**src/i2da_pkg.sv**
```systemverilog
`default_nettype none
package i2da_pkg;

	localparam int MAX_WIDTH  = 32;
	localparam int VALUE_BITS = 64;

	// decimal digits needed for VALUE_BITS bits (log10(2) ~ 0.30103)
	localparam int NDIG     = (VALUE_BITS * 30103) / 100000 + 1;
	localparam int BCD_BITS = NDIG * 4;
	localparam int PAD_BITS = $clog2(MAX_WIDTH + 1);
	localparam int POS_BITS = $clog2(MAX_WIDTH);
	localparam int CNT_BITS = $clog2(VALUE_BITS);

	localparam logic [7:0] CHAR_ZERO  = 8'h30;
	localparam logic [7:0] CHAR_MINUS = 8'h2D;

	typedef struct packed {
		logic [VALUE_BITS-1:0] mag;
		logic                  neg;
		logic [PAD_BITS-1:0]   padw;
	} job_t;

endpackage
`default_nettype wire

```
**src/i2da_in_if.sv**
```systemverilog
`default_nettype none
interface i2da_in_if;
	logic        valid;
	logic        ready;
	logic [63:0] value;
	logic        is_signed;
	logic [5:0]  min_width;

	modport source (output valid, output value, output is_signed, output min_width,
		input ready);
	modport sink (input valid, input value, input is_signed, input min_width,
		output ready);
endinterface
`default_nettype wire

```
**src/i2da_out_if.sv**
```systemverilog
`default_nettype none
interface i2da_out_if;
	logic       valid;
	logic       ready;
	logic [7:0] character;
	logic       last;

	modport source (output valid, output character, output last, input ready);
	modport sink (input valid, input character, input last, output ready);
endinterface
`default_nettype wire

```
**src/i2da_front.sv**
```systemverilog
`default_nettype none
module i2da_front (
	i2da_in_if.sink      din,
	output logic         job_valid,
	input  logic         job_ready,
	output i2da_pkg::job_t job
);
	import i2da_pkg::*;

	logic [VALUE_BITS-1:0] raw;
	logic                  neg;
	logic [6:0]            wext;
	logic [PAD_BITS-1:0]   wclamp;

	always_comb begin
		raw  = din.value[VALUE_BITS-1:0];
		neg  = din.is_signed & raw[VALUE_BITS-1];
		wext = {1'b0, din.min_width};
		if (wext > 7'(MAX_WIDTH)) begin
			wclamp = PAD_BITS'(MAX_WIDTH);
		end else begin
			wclamp = PAD_BITS'(wext);
		end
		job.neg = neg;
		job.mag = neg ? (~raw + VALUE_BITS'(1)) : raw;
		// sign takes one place of the width
		if (neg && wclamp != '0) begin
			job.padw = wclamp - PAD_BITS'(1);
		end else begin
			job.padw = wclamp;
		end
	end

	assign job_valid = din.valid;
	assign din.ready = job_ready;

endmodule
`default_nettype wire

```
**src/i2da_queue.sv**
```systemverilog
`default_nettype none
module i2da_queue (
	input  logic           clk,
	input  logic           arst_n,
	input  logic           push_valid,
	output logic           push_ready,
	input  i2da_pkg::job_t push_data,
	output logic           pop_valid,
	input  logic           pop_ready,
	output i2da_pkg::job_t pop_data
);
	import i2da_pkg::*;

	job_t       mem_q [2];
	logic       wr_ptr_q;
	logic       rd_ptr_q;
	logic [1:0] count_q;
	logic       push;
	logic       pop;

	assign push_ready = (count_q != 2'd2);
	assign pop_valid  = (count_q != 2'd0);
	assign pop_data   = mem_q[rd_ptr_q];
	assign push       = push_valid && push_ready;
	assign pop        = pop_valid && pop_ready;

	always_ff @(posedge clk) begin
		if (push) begin
			mem_q[wr_ptr_q] <= push_data;
		end
	end

	always_ff @(posedge clk or negedge arst_n) begin
		if (!arst_n) begin
			wr_ptr_q <= 1'b0;
			rd_ptr_q <= 1'b0;
			count_q  <= 2'd0;
		end else begin
			if (push) begin
				wr_ptr_q <= ~wr_ptr_q;
			end
			if (pop) begin
				rd_ptr_q <= ~rd_ptr_q;
			end
			unique case ({push, pop})
				2'b10:   count_q <= count_q + 2'd1;
				2'b01:   count_q <= count_q - 2'd1;
				default: count_q <= count_q;
			endcase
		end
	end

endmodule
`default_nettype wire

```
**src/i2da_back.sv**
```systemverilog
`default_nettype none
module i2da_back (
	input  logic           clk,
	input  logic           arst_n,
	input  logic           job_valid,
	output logic           job_ready,
	input  i2da_pkg::job_t job,
	i2da_out_if.source     dout
);
	import i2da_pkg::*;

	localparam logic [1:0] ST_IDLE = 2'd0;
	localparam logic [1:0] ST_CONV = 2'd1;
	localparam logic [1:0] ST_SIGN = 2'd2;
	localparam logic [1:0] ST_EMIT = 2'd3;

	function automatic logic [BCD_BITS-1:0] dabble(input logic [BCD_BITS-1:0] bcd,
		input logic b);
		logic [BCD_BITS-1:0] adj;
		adj = bcd;
		for (int i = 0; i < NDIG; i++) begin
			if (bcd[i*4 +: 4] >= 4'd5) begin
				adj[i*4 +: 4] = bcd[i*4 +: 4] + 4'd3;
			end
		end
		return {adj[BCD_BITS-2:0], b};
	endfunction

	logic [1:0]            state_q;
	logic [VALUE_BITS-1:0] bin_q;
	logic [BCD_BITS-1:0]   bcd_q;
	logic [CNT_BITS-1:0]   cnt_q;
	logic                  neg_q;
	logic [PAD_BITS-1:0]   padw_q;
	logic [POS_BITS-1:0]   pos_q;
	logic                  started_q;
	logic                  out_valid_q;
	logic [7:0]            out_char_q;
	logic                  out_last_q;

	logic                  out_free;
	logic                  in_dig;
	logic [3:0]            dig;
	logic                  skip;
	logic                  out_load;
	logic [7:0]            load_char;
	logic                  load_last;

	assign out_free  = !out_valid_q || dout.ready;
	assign job_ready = (state_q == ST_IDLE);
	assign in_dig    = pos_q < POS_BITS'(NDIG);
	assign dig       = in_dig ? bcd_q[BCD_BITS-1 -: 4] : 4'd0;
	// leading zero above the padded width
	assign skip      = !started_q && (pos_q != '0) && (dig == 4'd0)
		&& (PAD_BITS'(pos_q) >= padw_q);

	always_comb begin
		out_load  = 1'b0;
		load_char = CHAR_MINUS;
		load_last = 1'b0;
		if (state_q == ST_SIGN) begin
			out_load = out_free;
		end else if (state_q == ST_EMIT) begin
			out_load  = out_free && !skip;
			load_char = CHAR_ZERO + {4'd0, dig};
			load_last = (pos_q == '0);
		end
	end

	always_ff @(posedge clk) begin
		if (out_load) begin
			out_char_q <= load_char;
			out_last_q <= load_last;
		end
		unique case (state_q)
			ST_IDLE: begin
				bin_q  <= job.mag;
				bcd_q  <= '0;
				neg_q  <= job.neg;
				padw_q <= job.padw;
				if (job.padw > PAD_BITS'(NDIG)) begin
					pos_q <= POS_BITS'(job.padw - PAD_BITS'(1));
				end else begin
					pos_q <= POS_BITS'(NDIG - 1);
				end
			end
			ST_CONV: begin
				bcd_q <= dabble(bcd_q, bin_q[VALUE_BITS-1]);
				bin_q <= {bin_q[VALUE_BITS-2:0], 1'b0};
			end
			ST_EMIT: begin
				if (out_free) begin
					pos_q <= pos_q - POS_BITS'(1);
					if (in_dig) begin
						bcd_q <= {bcd_q[BCD_BITS-5:0], 4'd0};
					end
				end
			end
			default: begin
			end
		endcase
	end

	always_ff @(posedge clk or negedge arst_n) begin
		if (!arst_n) begin
			state_q     <= ST_IDLE;
			cnt_q       <= '0;
			started_q   <= 1'b0;
			out_valid_q <= 1'b0;
		end else begin
			if (out_load) begin
				out_valid_q <= 1'b1;
			end else if (dout.ready) begin
				out_valid_q <= 1'b0;
			end
			unique case (state_q)
				ST_IDLE: begin
					cnt_q     <= '0;
					started_q <= 1'b0;
					if (job_valid) begin
						state_q <= ST_CONV;
					end
				end
				ST_CONV: begin
					cnt_q <= cnt_q + CNT_BITS'(1);
					if (cnt_q == CNT_BITS'(VALUE_BITS - 1)) begin
						state_q <= neg_q ? ST_SIGN : ST_EMIT;
					end
				end
				ST_SIGN: begin
					if (out_free) begin
						state_q <= ST_EMIT;
					end
				end
				ST_EMIT: begin
					if (out_free) begin
						started_q <= started_q | !skip;
						if (pos_q == '0) begin
							state_q <= ST_IDLE;
						end
					end
				end
				default: state_q <= ST_IDLE;
			endcase
		end
	end

	assign dout.valid     = out_valid_q;
	assign dout.character = out_char_q;
	assign dout.last      = out_last_q;

`ifndef ASSERT_OFF
	a_conv_len: assert property (@(posedge clk) disable iff (!arst_n)
		(state_q == ST_CONV && cnt_q == CNT_BITS'(VALUE_BITS - 1)) |=> (state_q != ST_CONV))
		else $error("conversion overran");
	a_bcd_digit: assert property (@(posedge clk) disable iff (!arst_n)
		(state_q == ST_EMIT && in_dig) |-> (bcd_q[BCD_BITS-1 -: 4] <= 4'd9))
		else $error("bad bcd digit");
	a_last_ends: assert property (@(posedge clk) disable iff (!arst_n)
		(out_load && load_last) |=> (state_q == ST_IDLE))
		else $error("item did not end after last");
	a_sign_neg: assert property (@(posedge clk) disable iff (!arst_n)
		(state_q == ST_SIGN) |-> neg_q)
		else $error("sign for non-negative item");
`endif

endmodule
`default_nettype wire

```
**src/integer_to_decimal_ascii_unit.sv**
```systemverilog
`default_nettype none
// Integer to zero-padded decimal ASCII. Each input item (value, is_signed,
// min_width) yields its text one character per output item, most significant
// first, '-' first for a negative value, last set on the final character.
// An item is loaded, converted by bit-serial binary-to-BCD shifting of all
// 64 bits (one bit per cycle), then a '-' is sent for a negative value and
// the digits are stepped through, one per character or suppressed leading
// zero, as the output takes them; the width is clamped to 32.
// A two-entry queue in front of the converter takes up to two further items
// meanwhile.
module integer_to_decimal_ascii_unit (
	input  logic       clk,
	input  logic       arst_n,
	i2da_in_if.sink    din,
	i2da_out_if.source dout
);
	import i2da_pkg::*;

	logic f_valid;
	logic f_ready;
	job_t f_job;
	logic b_valid;
	logic b_ready;
	job_t b_job;

	i2da_front u_front (
		.din       (din),
		.job_valid (f_valid),
		.job_ready (f_ready),
		.job       (f_job)
	);

	i2da_queue u_queue (
		.clk        (clk),
		.arst_n     (arst_n),
		.push_valid (f_valid),
		.push_ready (f_ready),
		.push_data  (f_job),
		.pop_valid  (b_valid),
		.pop_ready  (b_ready),
		.pop_data   (b_job)
	);

	i2da_back u_back (
		.clk       (clk),
		.arst_n    (arst_n),
		.job_valid (b_valid),
		.job_ready (b_ready),
		.job       (b_job),
		.dout      (dout)
	);

endmodule
`default_nettype wire

```
**src/flat_wrapper.sv**
```systemverilog
// flat-port wrapper written by rule: the top's interface ports become plain ports
module integer_to_decimal_ascii_unit_flat import i2da_pkg::*;
  (clk, arst_n, din_valid, din_value, din_is_signed, din_min_width, din_ready, dout_valid, dout_character, dout_last, dout_ready);
  i2da_in_if din_i ();
  i2da_out_if dout_i ();
  input  logic clk;
  input  logic arst_n;
  input wire logic [$bits(din_i.valid)-1:0] din_valid;
  input wire logic [$bits(din_i.value)-1:0] din_value;
  input wire logic [$bits(din_i.is_signed)-1:0] din_is_signed;
  input wire logic [$bits(din_i.min_width)-1:0] din_min_width;
  output wire logic [$bits(din_i.ready)-1:0] din_ready;
  output wire logic [$bits(dout_i.valid)-1:0] dout_valid;
  output wire logic [$bits(dout_i.character)-1:0] dout_character;
  output wire logic [$bits(dout_i.last)-1:0] dout_last;
  input wire logic [$bits(dout_i.ready)-1:0] dout_ready;
  assign din_i.valid = din_valid;
  assign din_i.value = din_value;
  assign din_i.is_signed = din_is_signed;
  assign din_i.min_width = din_min_width;
  assign din_ready = din_i.ready;
  assign dout_valid = dout_i.valid;
  assign dout_character = dout_i.character;
  assign dout_last = dout_i.last;
  assign dout_i.ready = dout_ready;
  integer_to_decimal_ascii_unit u_core (.clk(clk), .arst_n(arst_n), .din(din_i), .dout(dout_i));
endmodule
```
**config.mk**
```make
export PLATFORM = sky130hd
export DESIGN_NAME = integer_to_decimal_ascii_unit_flat
export DESIGN_NICKNAME = d
export VERILOG_FILES = /design/src/i2da_pkg.sv /design/src/i2da_in_if.sv /design/src/i2da_out_if.sv /design/src/i2da_front.sv /design/src/i2da_queue.sv /design/src/i2da_back.sv /design/src/integer_to_decimal_ascii_unit.sv /design/src/flat_wrapper.sv
export SDC_FILE = /design/constraint.sdc
export NUM_CORES = 1
export LEC_CHECK = 0
export ABC_CLOCK_PERIOD_IN_PS = 7100
export BUFFER_PORTS_ARGS = -buffer_cell sky130_fd_sc_hd__buf_2
export CAP_MARGIN = 25
export CORE_UTILIZATION = 45
export CTS_CLUSTER_DIAMETER = 30
export DETAILED_ROUTE_END_ITERATION = 8
export PLACE_DENSITY_LB_ADDON = 0.2
export SYNTH_ARGS = -nofsm -noshare
export SYNTH_HDL_FRONTEND = slang
export SYNTH_SLANG_ARGS = --single-unit
```
**constraint.sdc**
```tcl
create_clock -name clk -period 7.1 [get_ports clk]
set_input_delay 0.71 -clock clk [delete_from_list [all_inputs] [get_ports clk]]
set_output_delay 0.71 -clock clk [all_outputs]
set_load 0.02 [all_outputs]
```
==> flow_summary.ini <==
[run_status]
run_status = finished clean

[clock_tree]
cts_tree = built
cts_max_path_buffers = 3
cts_setup_buffers = 0
cts.sinks = 318
postCtsHoldBufs = 0
cts_root_buf = clkbuf_16
clock_latency_ns = 0.58
h-tree-depth = 3
clkTransAtPathRegs_ns = 0.05
cts_buffers = 72
cts_resized = 0

[place]
place_hpwl_um = 18300
place.gp.congestion = 0.793
dp.cells = 1851
portBuffers = 82

[power]
vdd_ir_drop_max_mv = 0.298
p_leak_nw = 7.46
power.density_mw_per_mm2 = 503

[global_routing]
grt_use_total_pct = 17.5
antenna_found_initial = 0
grt_pass1_vias = 10600
grt_pass1_wl_um = 51500
grt_overflow = 0
grt_max_degree = 94

[setup_path]
r2r-end = u_core.u_back.bin_q[8]$_DFFE_PP_
critPathRequiredTime_ns = 7.41
crit_top_cell = or4_4
cpPeakStageDelay_ns = 0.72
crit_fanout = 10
cp-start-kind = input pin
rrSetupSlack_ns = 4.43
endpoint_kind = flop
crit_type = in2reg
r2r-start = u_core.u_back.state_q[1]$_DFFE_PN0P_
reg2reg_depth = 5
slowest_stage = nor4_4
worstPathArrival_ns = 3.17
crit_chain = buf_2 > or4_4 > or4_4 > nor4_4 > buf_6 > a41oi_1 > xor2_1

[yosys]
synth_warnings = 0
synth.distinct_cells = 55
synth_area_leaders = edfxtp_1, o21ai_0, ha_1
yosys_register_bits = 318
ys_seq_area_share_pct = 59.2
synthFlopType = edfxtp_1
synth-edff-count = 304
synth_area_sq_mm = 0.0160
syn_area_per_cell_sq_um = 11.8
async_flop_share_pct = 4.40
synth_top_area_share_pct = 57.0
synth_top_area_cell = edfxtp_1
syn_inst = 1358

[timing]
hold_viol = 0
rsz0062_at_grt = false
fin_crit_ns = 2.86
setup_viol = 0
fin_tns_setup_ns = 0
drv_slew = 0
fmax_mhz = 350
finalCritPeriodShare_pct = 40.3
worst_pin_slew_ns = 1.02
relSlewSlack_pct = 32.0
whs_ns = 0.0365
fin_skew_ns = 0.0189

[cells_and_area]
drive_gt1_share_pct = 16.0
multi_input_area_sq_mm = 0.00606
fin_nets = 1606
seq_area_sq_mm = 0.00948
n_antenna_cell = 0
nFillCells = 2892
syn_to_final_growth_pct = 22.5
final_cell_count_no_fill = 1986

[flow_run]
max-cap-violations = 0

[floorplanning]
initial_core_util_pct = 46.0
die_y_um = 191
die_area_sq_mm = 0.0363
rows = 68
io_pins = 86
die_w_um = 191
core_sq_mm = 0.0348

[routing]
vias_per_cell = 5.30
num_vias = 10500
wl_um = 30800
firstDrtPassIters = 5
drt-initial-drc-count = 552
drc_errors = 0
wire_per_inst_um = 15.5
ant_nets = 0

[worst_hold_path]
hold_path_class = in2async
[area by class of cell]
class	instances	area share, %
sequential	318	48.4
multi-input combinational	915	30.9
clock buffer	79	9.37
clock inverter	54	4.32
tap	455	2.90
timing repair buffer	95	2.80
inverter	70	1.34
[cells by family (layout without fill, tap and decap cells)]
logic type / Yosys count / after routing / synth area share, %
AO/OA/AOI/OAI: 341 / 341 / 12.5
adder cells (fa/ha/maj): 59 / 59 / 4.61
multiplexers: 74 / 74 / 4.66
other: 2 / 3 / 0.0469
XOR/XNOR: 99 / 99 / 5.42
buffers and inverters: 126 / 298 / 3.16
AND/OR/NAND/NOR: 339 / 339 / 10.3
flip-flops: 318 / 318 / 59.2
[cell usage in the layout, fill, tap and decap left out, drive strengths merged, types with 2 or more instances in the layout]
cell and count:
buf 95, xor2 47, o41ai 4, a31oi 21, and3 7, ha 59, and2 4, or3 2
dfrtp 14, nand4 2, clkinvlp 10, clkbuf 79, o32ai 10, nand2 163, clkinv 26, mux2 4
a21o 3, a22o 26, o211ai 2, mux2i 70, nor4 9, o21ai 165, nor3 21, xnor2 52
a41oi 9, a21oi 74, nor3b 19, bufinv 17, conb 3, edfxtp 304, nor4b 2, nor2 52
a31o 2, nand3 7, or4 5, inv 71, nand2b 29, o31ai 10, a22oi 12, nor2b 13
[Yosys cell counts (all sizes together) (12+ instances only)]
master and instances:
a21oi 74, a22o 26, a22oi 12, a31oi 21
buf 18, clkbuf 38, dfrtp 14, edfxtp 304
ha 59, inv 69, mux2i 70, nand2 163
nand2b 29, nor2 52, nor2b 13, nor3 21
nor3b 19, o21ai 165, xnor2 52, xor2 47
[where the power goes]
| part | internal, W | switching (W) | leakage (nW) |
|---|---|---|---|
| sequential | 0.00317 | 0.000436 | 3.14 |
| clock | 0.00251 | 0.00109 | 1.28 |
| combinational | 0.000992 | 0.00167 | 3.04 |
| total | 0.00667 | 0.00319 | 7.46 |
[worst max-delay path by stage]
| stage | from | end | slack, ns | cells after the start |
|---|---|---|---|---|
| 2_1_floorplan | u_core.u_back.state_q[0]$_DFFE_PN0P_ | u_core.u_back.bcd_q[0]$_DFFE_PP_ | 1.52 | 5 |
| 3_3_place_gp | din_value[0] | u_core.u_queue.mem_q[0][67]$_DFFE_PP_ | 3.45 | 8 |
| 3_5_place_dp | din_value[0] | u_core.u_queue.mem_q[0][51]$_DFFE_PP_ | 3.67 | 9 |
| 4_1_cts | din_value[0] | u_core.u_queue.mem_q[0][51]$_DFFE_PP_ | 4.29 | 9 |
| 5_1_grt | din_value[32] | u_core.u_queue.mem_q[0][67]$_DFFE_PP_ | 4.09 | 6 |
| 6_report | din_value[26] | u_core.u_queue.mem_q[1][54]$_DFFE_PP_ | 4.24 | 7 |
[per-stage QoR]
step           area [sq um]  setup slack [ns]  util (%)  power (W)
6_report              19600              4.24      56.3    0.00986
5_1_grt               19600              4.09      56.3     0.0105
4_1_cts               19600              4.29      56.2    0.00995
3_5_place_dp          16900              3.67      48.5    0.00628
3_3_place_gp          16900              3.45      48.4    0.00618
2_1_floorplan         16000              1.52         -    0.00559
[critical path, delay by kind of cell]
| family | cells | cell delay (ns) |
|---|---|---|
| simple gates | 3 | 1.74 |
| buf+inv | 2 | 0.36 |
| xor+xnor | 1 | 0.20 |
| compound gates | 1 | 0.15 |
[per-layer routing]
metal	up-vias	part of all wire (%)	GRT usage, %
met4	0	1.8	6.40
met5	-	0	0
met1	5046	47	22.5
met2	191	47	28.8
met3	45	4.2	4.25
li1	5239	-	-
[state kept, by name, indices dropped and copies added, names as in the netlist]
name                          cells
u_core.u_back.pos_q               5
u_core.u_back.padw_q              6
u_core.u_queue.mem_q            142
u_core.u_queue.wr_ptr_q           1
u_core.u_back.dout.last           1
u_core.u_back.started_q           1
u_core.u_back.bcd_q              80
u_core.u_back.dout.character      5
u_core.u_back.dout.valid          1
u_core.u_back.cnt_q               6
u_core.u_back.state_q             2
u_core.u_queue.rd_ptr_q           1
u_core.u_back.neg_q               1
u_core.u_back.bin_q              64
u_core.u_queue.count_q            2
No activity file was read; power rests on OpenSTA's default activity.
